===== config.mk =====
export PLATFORM = sky130hd
export DESIGN_NAME = age_ordered_slot_buffer
export DESIGN_NICKNAME = d
export VERILOG_FILES = /design/src/sv/aosb_pkg.sv /design/src/sv/aosb_ram.sv /design/src/sv/aosb_ctrl.sv /design/src/sv/aosb_dp.sv /design/src/sv/age_ordered_slot_buffer.sv
export SDC_FILE = /design/constraint.sdc
export NUM_CORES = 1
export LEC_CHECK = 0
export BUFFER_PORTS_ARGS = -buffer_cell sky130_fd_sc_hd__buf_2
export CORE_UTILIZATION = 35
export DETAILED_ROUTE_END_ITERATION = 12
export SETUP_SLACK_MARGIN = 0.4
export SLEW_MARGIN = 15
export SYNTH_ARGS = -nofsm -noshare
export SYNTH_HDL_FRONTEND = slang
export SYNTH_SLANG_ARGS = --single-unit

===== constraint.sdc =====
create_clock -name clk -period 12.4 [get_ports clk]
set_clock_uncertainty 0.2 [all_clocks]
set_input_delay 1.24 -clock clk [delete_from_list [all_inputs] [get_ports clk]]
set_output_delay 1.24 -clock clk [all_outputs]
set_load 0.05 [all_outputs]

===== src/sv/aosb_pkg.sv =====
`default_nettype none
package aosb_pkg;

  localparam int SLOTS      = 8;
  localparam int DATA_WIDTH = 32;

  localparam int SLOT_W = (SLOTS > 1) ? $clog2(SLOTS) : 1;
  localparam int CNT_W  = $clog2(SLOTS + 1);

  localparam int AGE_W   = 4;
  localparam int COUNT_W = 4;
  localparam int CFG_W   = 4;

  localparam logic [AGE_W-1:0]   AGE_MAX   = 4'd15;
  localparam logic [COUNT_W-1:0] COUNT_MAX = 4'd15;
  localparam logic [CFG_W-1:0]   CFG_RESET = 4'd8;

  // Field widths of one input and one result beat.
  localparam int VALUE_W   = 32;
  localparam int STATUS_W  = 2;
  localparam int OSLOT_W   = 3;
  localparam int FILL_W    = 4;
  localparam int OUT_DATA_W = 40;

  localparam logic MODE_PUT  = 1'b0;
  localparam logic MODE_TAKE = 1'b1;

  localparam logic [STATUS_W-1:0] ST_DONE  = 2'd0;
  localparam logic [STATUS_W-1:0] ST_FULL  = 2'd1;
  localparam logic [STATUS_W-1:0] ST_EMPTY = 2'd2;

  typedef struct packed {
    logic load;
    logic scan_step;
    logic apply;
    logic emit;
  } aosb_cmd_t;

  typedef struct packed {
    logic scan_last;
    logic out_free;
  } aosb_stat_t;

endpackage
`default_nettype wire


===== src/sv/aosb_ram.sv =====
`default_nettype none
module aosb_ram #(
  parameter int WIDTH = 32,
  parameter int DEPTH = 8
) (
  input  wire logic                                     clk,
  input  wire logic                                     we,
  input  wire logic [((DEPTH > 1) ? $clog2(DEPTH) : 1)-1:0] waddr,
  input  wire logic [WIDTH-1:0]                         wdata,
  input  wire logic                                     re,
  input  wire logic [((DEPTH > 1) ? $clog2(DEPTH) : 1)-1:0] raddr,
  output logic      [WIDTH-1:0]                         rdata
);

  logic [WIDTH-1:0] mem [DEPTH];

  always_ff @(posedge clk) begin
    if (we) begin
      mem[waddr] <= wdata;
    end
    if (re) begin
      rdata <= mem[raddr];
    end
  end

endmodule
`default_nettype wire


===== src/sv/aosb_ctrl.sv =====
`default_nettype none
module aosb_ctrl
  import aosb_pkg::*;
(
  input  wire logic       clk,
  input  wire logic       rst,
  input  wire logic       in_valid,
  output logic            in_ready,
  input  wire aosb_stat_t stat,
  output aosb_cmd_t       cmd
);

  localparam logic [1:0] S_IDLE  = 2'd0;
  localparam logic [1:0] S_SCAN  = 2'd1;
  localparam logic [1:0] S_APPLY = 2'd2;
  localparam logic [1:0] S_DONE  = 2'd3;

  logic [1:0] state;
  logic [1:0] state_next;

  always_ff @(posedge clk) begin
    if (rst) begin
      state <= S_IDLE;
    end else begin
      state <= state_next;
    end
  end

  always_comb begin
    state_next    = state;
    cmd           = '0;
    in_ready      = 1'b0;
    unique case (state)
      S_IDLE: begin
        in_ready = 1'b1;
        if (in_valid) begin
          cmd.load   = 1'b1;
          state_next = S_SCAN;
        end
      end
      S_SCAN: begin
        cmd.scan_step = 1'b1;
        if (stat.scan_last) begin
          state_next = S_APPLY;
        end
      end
      S_APPLY: begin
        cmd.apply  = 1'b1;
        state_next = S_DONE;
      end
      S_DONE: begin
        // The result waits here until the output register has room.
        if (stat.out_free) begin
          cmd.emit   = 1'b1;
          state_next = S_IDLE;
        end
      end
      default: begin
        state_next = S_IDLE;
      end
    endcase
  end

endmodule
`default_nettype wire


===== src/sv/aosb_dp.sv =====
`default_nettype none
module aosb_dp
  import aosb_pkg::*;
(
  input  wire logic                 clk,
  input  wire logic                 rst,
  input  wire aosb_cmd_t            cmd,
  output aosb_stat_t                stat,
  input  wire logic                 in_mode,
  input  wire logic [VALUE_W-1:0]   in_value,
  input  wire logic                 cfg_write,
  input  wire logic [CFG_W-1:0]     cfg_value,
  output logic                      out_valid,
  input  wire logic                 out_ready,
  output logic [STATUS_W-1:0]       out_status,
  output logic [OSLOT_W-1:0]        out_slot,
  output logic [VALUE_W-1:0]        out_taken,
  output logic [FILL_W-1:0]         out_fill
);

  logic [CFG_W-1:0]      slots_in_use;
  logic [AGE_W-1:0]      ages [SLOTS];
  logic [COUNT_W-1:0]    count;

  logic                  op_mode;
  logic [DATA_WIDTH-1:0] op_value;
  logic [CNT_W-1:0]      k;
  logic                  found_empty;
  logic [SLOT_W-1:0]     empty_idx;
  logic [AGE_W-1:0]      best_age;
  logic [SLOT_W-1:0]     best_idx;
  logic [STATUS_W-1:0]   res_status;
  logic [SLOT_W-1:0]     res_idx;
  logic                  res_take;

  logic [CNT_W-1:0]      live_n;
  logic [CNT_W-1:0]      k_inc;
  logic [AGE_W-1:0]      age_k;
  logic                  put_ok;
  logic                  take_ok;
  logic [DATA_WIDTH-1:0] rd_data;
  logic [DATA_WIDTH+VALUE_W-1:0] value_wide;
  logic [DATA_WIDTH+VALUE_W-1:0] taken_wide;
  logic [SLOT_W+OSLOT_W-1:0]     slot_wide;

  // Zero means one slot, anything above the built count means all of them.
  always_comb begin
    if (slots_in_use == '0) begin
      live_n = CNT_W'(1);
    end else if (int'(slots_in_use) > SLOTS) begin
      live_n = CNT_W'(SLOTS);
    end else begin
      live_n = CNT_W'(slots_in_use);
    end
  end

  assign k_inc          = k + 1'b1;
  assign age_k          = ages[k[SLOT_W-1:0]];
  assign stat.scan_last = (k_inc == live_n);
  assign stat.out_free  = !out_valid || out_ready;

  assign put_ok  = (int'(count) < int'(live_n)) && found_empty;
  assign take_ok = (best_age != '0);

  assign value_wide = {{DATA_WIDTH{1'b0}}, in_value};
  assign taken_wide = {{VALUE_W{rd_data[DATA_WIDTH-1]}}, rd_data};
  assign slot_wide  = {{OSLOT_W{1'b0}}, res_idx};

  aosb_ram #(
    .WIDTH(DATA_WIDTH),
    .DEPTH(SLOTS)
  ) u_data_ram (
    .clk  (clk),
    .we   (cmd.apply && op_mode == MODE_PUT && put_ok),
    .waddr(empty_idx),
    .wdata(op_value),
    .re   (cmd.apply && op_mode == MODE_TAKE && take_ok),
    .raddr(best_idx),
    .rdata(rd_data)
  );

  // Operation registers and the running scan results.
  always_ff @(posedge clk) begin
    if (cmd.load) begin
      op_mode     <= in_mode;
      op_value    <= value_wide[DATA_WIDTH-1:0];
      k           <= '0;
      found_empty <= 1'b0;
      empty_idx   <= '0;
      best_age    <= '0;
      best_idx    <= '0;
    end else if (cmd.scan_step) begin
      k <= k_inc;
      if (age_k == '0 && !found_empty) begin
        found_empty <= 1'b1;
        empty_idx   <= k[SLOT_W-1:0];
      end
      if (age_k > best_age) begin
        best_age <= age_k;
        best_idx <= k[SLOT_W-1:0];
      end
    end
    if (cmd.apply) begin
      res_take <= 1'b0;
      if (op_mode == MODE_PUT) begin
        res_status <= put_ok ? ST_DONE : ST_FULL;
        res_idx    <= put_ok ? empty_idx : '0;
      end else begin
        res_status <= take_ok ? ST_DONE : ST_EMPTY;
        res_idx    <= take_ok ? best_idx : '0;
        res_take   <= take_ok;
      end
    end
  end

  // Slot ages, fill count and the slot limit.
  always_ff @(posedge clk) begin
    if (rst) begin
      slots_in_use <= CFG_RESET;
      count        <= '0;
      for (int i = 0; i < SLOTS; i++) begin
        ages[i] <= '0;
      end
    end else if (cfg_write) begin
      slots_in_use <= cfg_value;
      count        <= '0;
      for (int i = 0; i < SLOTS; i++) begin
        ages[i] <= '0;
      end
    end else if (cmd.apply) begin
      if (op_mode == MODE_PUT && put_ok) begin
        for (int i = 0; i < SLOTS; i++) begin
          if (i < int'(live_n) && ages[i] != '0 && ages[i] != AGE_MAX) begin
            ages[i] <= ages[i] + 1'b1;
          end
        end
        ages[empty_idx] <= AGE_W'(1);
        if (count != COUNT_MAX) begin
          count <= count + 1'b1;
        end
      end else if (op_mode == MODE_TAKE && take_ok) begin
        ages[best_idx] <= '0;
        if (count != '0) begin
          count <= count - 1'b1;
        end
      end
    end
  end

  // Output register: holds a result beat until the receiver takes it.
  always_ff @(posedge clk) begin
    if (rst) begin
      out_valid <= 1'b0;
    end else if (cmd.emit) begin
      out_valid <= 1'b1;
    end else if (out_ready) begin
      out_valid <= 1'b0;
    end
  end

  always_ff @(posedge clk) begin
    if (cmd.emit) begin
      out_status <= res_status;
      out_slot   <= slot_wide[OSLOT_W-1:0];
      out_taken  <= res_take ? taken_wide[VALUE_W-1:0] : '0;
      out_fill   <= count;
    end
  end

endmodule
`default_nettype wire


===== src/sv/age_ordered_slot_buffer.sv =====
// Age-ordered slot buffer.
// Input beats arrive on the s_ group: s_tuser is the mode (put or take) and
// s_tdata the data word for a put. Every accepted beat yields exactly one
// result beat on the m_ group: m_tuser is the status, m_tdata carries the
// slot, the taken data word and the fill count after the operation.
// The user must write the slot limit on the cfg_ channel only while the block
// is idle; the block does not enforce this. A write also empties the buffer.
// cfg_ready is always high. The slot scan compares one slot age per cycle to
// find the free slot or the oldest one, over n slots, where n is the number
// of slots in use (1 to 8). A new beat is accepted only once the result of
// the last one has been loaded into the output register.
// Reset clears all ages, the fill count and the output valid, and sets the
// slot limit to 8; the block is ready in the first cycle after reset.
// When the receiver stalls, the result holds in the output register; the
// next beat is still accepted and scanned, and its result waits in the
// controller until the output register is free.
`default_nettype none
module age_ordered_slot_buffer
  import aosb_pkg::*;
(
  input  wire logic                  clk,
  input  wire logic                  rst,
  input  wire logic                  s_tvalid,
  output logic                       s_tready,
  input  wire logic [VALUE_W-1:0]    s_tdata,   // [31:0] value
  input  wire logic                  s_tuser,   // [0] mode
  output logic                       m_tvalid,
  input  wire logic                  m_tready,
  output logic [OUT_DATA_W-1:0]      m_tdata,   // [2:0] slot, [34:3] taken_value,
                                                // [38:35] fill_count, [39] zero
  output logic [STATUS_W-1:0]        m_tuser,   // [1:0] status
  input  wire logic                  cfg_valid,
  output logic                       cfg_ready,
  input  wire logic [CFG_W-1:0]      cfg_data   // [3:0] slots_in_use
);

  aosb_cmd_t  cmd;
  aosb_stat_t stat;

  logic [OSLOT_W-1:0] out_slot;
  logic [VALUE_W-1:0] out_taken;
  logic [FILL_W-1:0]  out_fill;

  assign cfg_ready = 1'b1;

  aosb_ctrl u_ctrl (
    .clk     (clk),
    .rst     (rst),
    .in_valid(s_tvalid),
    .in_ready(s_tready),
    .stat    (stat),
    .cmd     (cmd)
  );

  aosb_dp u_dp (
    .clk       (clk),
    .rst       (rst),
    .cmd       (cmd),
    .stat      (stat),
    .in_mode   (s_tuser),
    .in_value  (s_tdata),
    .cfg_write (cfg_valid && cfg_ready),
    .cfg_value (cfg_data),
    .out_valid (m_tvalid),
    .out_ready (m_tready),
    .out_status(m_tuser),
    .out_slot  (out_slot),
    .out_taken (out_taken),
    .out_fill  (out_fill)
  );

  assign m_tdata = {1'b0, out_fill, out_taken, out_slot};

endmodule
`default_nettype wire


# Word level (Yosys, flattened, before mapping)
# Memories as Yosys holds them, arrays and structs flattened. A register that Yosys moved wholly into a read port is not among the register bits.
# Cells that the tools add are included.
[totals]
memories = 2
out_inout_bits = 45
ff_bits = 106
ram_bits = 288
[memory_table]
columns = ["name", "words", "width", "read_ports", "rd_clocked_by_memory_dff", "write_ports", "line", "source"]
rows = [
  ["u_dp.u_data_ram.mem", 8, 32, 1, 1, 1, "aosb_ram.sv:15", "logic [WIDTH-1:0] mem [DEPTH];"],
  ["u_dp.ages", 8, 4, 9, 1, 9, "aosb_dp.sv:22", "logic [AGE_W-1:0] ages [SLOTS];"],
]
[classes]
n_bitwise = 17
reduce_logical = 49
addsub = 11
order_cmp = 11
muxes = 112
eq_ne = 17
[op_table]
columns = ["operator", "count"]
rows = [
  ["4-bit two-way mux", 23],
  ["1-bit two-way mux", 77],
  ["4-bit by 1-bit adder with 4-bit output (second input constant)", 10],
  ["4-bit nonzero test", 10],
  ["4-bit inequality test (second input constant)", 9],
  ["1-bit logical AND", 24],
  ["3-bit two-way mux", 6],
  ["3-bit by 4-bit less-than comparator with 1-bit output (first input constant)", 4],
  ["1-bit bitwise OR", 16],
  ["2-bit two-way mux", 5],
  ["4-bit logical NOT", 2],
  ["1-bit by 4-bit less-than comparator with 1-bit output (first input constant)", 2],
  ["2-bit by 4-bit less-than comparator with 1-bit output (first input constant)", 2],
  ["2-bit inequality test (second input constant)", 4],
  ["2-bit one-hot mux with 4 select lines", 1],
  ["2-bit nonzero test", 3],
  ["2-bit equality test (second input constant)", 2],
  ["4-bit equality test", 1],
  ["4-bit greater-than comparator", 1],
  ["4-bit greater-than comparator (second input constant)", 1],
  ["4-bit less-than comparator", 1],
  ["2-bit AND reduction", 2],
  ["4-bit AND reduction", 1],
  ["4-bit OR reduction", 1],
  ["8 further kinds", 9],
]

# Depth between registers and ports, before layout
[logic_depth]
ltp_word = 14
ltp_mapped = 14
depth_no_buf = 12

# Hierarchy
# Synthesis repeated with hierarchy kept, for this count alone.
[hier_totals]
cells_unflattened = 993
hier_area_um2 = 17431.7
[modules_own_cells]
columns = ["mod", "n_inst", "seq_area_each_um2", "area_each_um2", "cells_per_inst"]
rows = [
  ["aosb_ram", 1, 8648.3, 10786.6, 415],
  ["aosb_dp", 1, 3663.5, 6428.7, 552],
  ["aosb_ctrl", 1, 40.0, 193.9, 22],
  ["age_ordered_slot_buffer", 1, 0.0, 22.5, 4],
]

# Least setup slack after synthesis
# OpenSTA, ideal clock, no wires.
[synth_timing]
path_type = "register to register"
from = "reg u_dp.slots_in_use[3]"
to = "mem u_dp.u_data_ram.mem[0][0] (enable)"
synth_period_minus_slack_ns = 5.213
path_stages_with_launch = 8
setup_time_ns = 0.502
t_arrival_ns = 4.511
slack_ns = 7.187
path_buffers = 1
path_cell_list = "dfxtp_1 > buf_2 > inv_1 > ha_1 > nand2_1 > and4b_1 > nand2_1 > nor4_1"
[synth_via]
elab_chain_cells = 8
word_cells_on_any_way = 9
[synth_rtl]
columns = ["item", "line", "source"]
rows = [
  ["from (decl)", "aosb_dp.sv:21", "logic [CFG_W-1:0] slots_in_use;"],
  ["from (signal assigned)", "aosb_dp.sv:125", "slots_in_use <= cfg_value;"],
  ["4-bit greater-than comparator", "aosb_dp.sv:50", "end else if (int'(slots_in_use) > SLOTS) begin"],
  ["4-bit two-way mux", "aosb_dp.sv:50", ""],
  ["4-bit two-way mux (*)", "aosb_dp.sv:48", "if (slots_in_use == '0) begin"],
  ["4-bit less-than comparator (*)", "aosb_dp.sv:62", "assign put_ok = (int'(count) < int'(live_n)) && found_empty;"],
  ["1-bit logical AND (*)", "aosb_dp.sv:62", ""],
  ["1-bit logical AND (*)", "aosb_dp.sv:74", ".we (cmd.apply && op_mode == MODE_PUT && put_ok),"],
  ["1-bit two-way mux (*)", "aosb_ram.sv:18", "if (we) begin"],
  ["1-bit two-way mux (not written as such) (*)", "aosb_ram.sv:19", "mem[waddr] <= wdata;"],
  ["to (decl)", "aosb_ram.sv:15", ""],
]
# Mark *: on every way between the ends. The rest lies on a longest branch, timed or not.

# Worst setup path in the final report
[layout_timing]
from = "reg u_dp.slots_in_use[3]"
to = "mem u_dp.u_data_ram.mem[5][8] (enable)"
# Same word-level chain as after synthesis.

==> impl_results.md <==
- FF+latch count, synth: 429
- Sequential area share after synthesis: 72.0%
- Final Critical Period: 3.79 ns
- Skew-Pair Late Insertion Delay: 0.58 ns
- TritonCTS Sinks: approximately 430
- Setup bufs post-CTS: 0
- Top cells by area, synth: edfxtp_1, mux4_2, dfxtp_1
- Final Cycle Share: a little under a third
- Worst-margin pin slew: 1.08 ns
- Min Hold Slack: 0.222 ns
- Dpl hpwl: 20200 um
- Vias/cell: 5.05
- CTS tree: yes
- Largest net degree at the start of global routing: slightly above 70
- Critical setup path kind: register to register
- Port Buffer Count: 84
- GRT Overall Usage: 14.4%
- Setup TNS: 0 ns
- # diodes: 0
- Status: finished clean
- Internal Pwr Total: 2.57 mW
- Worst min path class: register to register
- Die W: 223 um
- P_sw: between 0.8 and 0.9 mW
- Synth cell types: 67
- CTS Buf Count: 47
- Nets: 1144
- DR DRC count: 0
- WP data required: ~12 ns
- Switching Fraction: 25.8%
- CTS resizes: 0
- First-pass detailed-route iteration total: 6
- Endpoints failing setup: 0
- Syn nets: 1041
- Top cells by count, synth: edfxtp_1, mux4_2, nor2_1
- Mapped cell area: 17200 um^2
- Root Driver: clkbuf_16
- Die area: 49900 um^2
- Slew HR: 27.9%
- Starting Density: 35.7%
- Initial antenna violation count: 1
- H-tree depth: 2
- Synth top area share: around 66%
- Placed insts: 1637
- Sequential share of power: 51.6%
- Core Area: 48000 um^2
- Asr flop ratio synth: 0%
- Most used DFF post-synth: edfxtp_1
- Layout Area Growth over Synthesis: 15.3%
- Row cnt: 80
- Gate power share: 10.9%
- Syn avg cell area: 17.7 um^2
- P_leak: about 6.4 nW
- Mapped Cells: 968
- Max Slew Vio Count: 0
- Most frequent cell after synthesis: edfxtp_1
- Max_cap viols: 0
- Global-route wire length before repair: 53800 um
- Critical path startpoint category: register
- Worst Path Arrival: roughly 3.8 ns
- Clk network pwr share: 37.4%
- Final Routed Wirelength: 35000 um
- Share of cells above drive strength 1: 27.1%
- Final hold violations: 0
- Max clock buf depth: 3
- Area after DPL: approximately 18000 um^2
- Clock transition at path regs: 0.06 ns
- CP Capture Type: register
- Peak supply drop: 0.0998 mV
- FILL cells: 4304
- Vias: 8699
- Placer Congestion: 0.856
- Synth area leader: edfxtp_1
- Cell area power density: roughly 180 nW/um^2
- RSZ-0062 raised after global routing: false
- Detail Route Antenna Nets: 0
- Grt ovf: 0
- Layout Cells excl Fill: 1724
- Fmax: 264 MHz
- Routed length per instance: 20.3 um
- Yosys warns: 0
- Boundary Pins: between 80 and 90
- Post-route cell area: roughly 20000 um^2
- First DRT Iteration DRCs: 733
- Die height: about 220 um
- Post-layout util: 41.2%
- Hold_buf cts: 0
- Vias in the first global route: 8847
- Critical Path Fanout Max: 32
- EDFF count, synth: 376
## power groups by stage
stage	combinational, mW	sequential (mW)	clock, mW
2_1_floorplan	0.267	1.81	0
3_3_place_gp	0.386	1.82	0
3_5_place_dp	0.386	1.82	0
4_1_cts	0.389	1.79	1.34
5_1_grt	0.414	1.80	1.39
6_report	0.379	1.79	1.30
## layout by cell type (no fill, tap or decap), drive strengths merged, types with 14 or more instances in the layout
cell,synthesis,final
clkinv,0,23
clkbuf,31,57
edfxtp,376,376
mux2i,19,19
nand3,21,21
mux4,72,72
and2,35,35
nor3,14,14
buf,12,97
inv,28,30
mux2,39,39
ha,30,30
nand2,20,20
dfxtp,53,53
nor2,65,65
## final timing paths
kind,startpoint,depth (start not counted),end,slack [ns]
worst max register to register,u_dp.slots_in_use[3],6,u_dp.u_data_ram.mem[5][8],8.61
worst max-delay path,u_dp.slots_in_use[3],6,u_dp.u_data_ram.mem[5][8],8.61
worst min register to register,u_dp.res_status[1],0,u_dp.out_status[1],0.22
worst min-delay path,u_dp.res_status[1],0,u_dp.out_status[1],0.22
## critical path, cell delays in order (launching register included)
cell	delay, ns
dfxtp_1	0.58
nand2b_1	0.20
ha_1	0.24
o211a_1	0.23
o41a_1	0.26
nor2_1	0.70
and3_2	0.98
## metrics by stage
| stage | worst slack, ns | power [mW] |
|---|---|---|
| final | 8.61 | 3.47 |
| after global routing | 8.30 | 3.60 |
| after global placement | 8.59 | 2.20 |
| after detailed placement | 8.57 | 2.21 |
| after floorplan | 7.19 | 2.08 |
| after CTS | 8.57 | 3.52 |
## logic make-up after synthesis
logic type / after synthesis / share of synthesized area (%)
fa+ha+maj: 31 / 2.30
compound gates: 66 / 2.91
buf+inv: 71 / 1.68
other cells: 2 / 0.0438
mux: 130 / 13.1
simple gates: 213 / 6.66
xor+xnor: 26 / 1.33
flops: 429 / 72.0
## final cells by class
type                    count  area (um^2)  area share, %
inverters                  28          105          0.531
multi-input cells         468         4570           23.1
repair buffers             97          518           2.62
clock buffers              57         1230           6.24
flip-flops and latches    429        12400           62.5
well taps                 615          769           3.89
clock inverters            30          225           1.14
## registers in the layout, indices dropped and copies added (netlist names), named ones only
register	flops
u_dp.empty_idx	3
u_dp.out_fill	4
u_dp.best_idx	3
u_dp.out_taken	32
u_dp.out_valid	1
u_dp.found_empty	1
u_dp.k	4
u_dp.out_slot	3
u_dp.ages	32
u_dp.res_idx	3
u_dp.u_data_ram.rdata	32
u_dp.res_take	1
u_dp.op_mode	1
u_ctrl.state	2
u_dp.u_data_ram.mem	256
u_dp.count	4
u_dp.slots_in_use	4
u_dp.best_age	4
u_dp.op_value	32
u_dp.res_status	2
u_dp.out_status	2
## routing by layer
| metal | track usage, % | share of wire, % | wire (um) | vias to the layer above |
|---|---|---|---|---|
| li1 | - | - | - | 3979 |
| met1 | 19.4 | 45 | 15700 | 4432 |
| met2 | 23.1 | 48 | 16700 | 232 |
| met3 | 2.70 | 5.0 | 1760 | 56 |
| met4 | 5.19 | 2.5 | 879 | 0 |
| met5 | 0 | 0 | 0 | - |
Note: power is estimated with default switching activity, not from simulation.
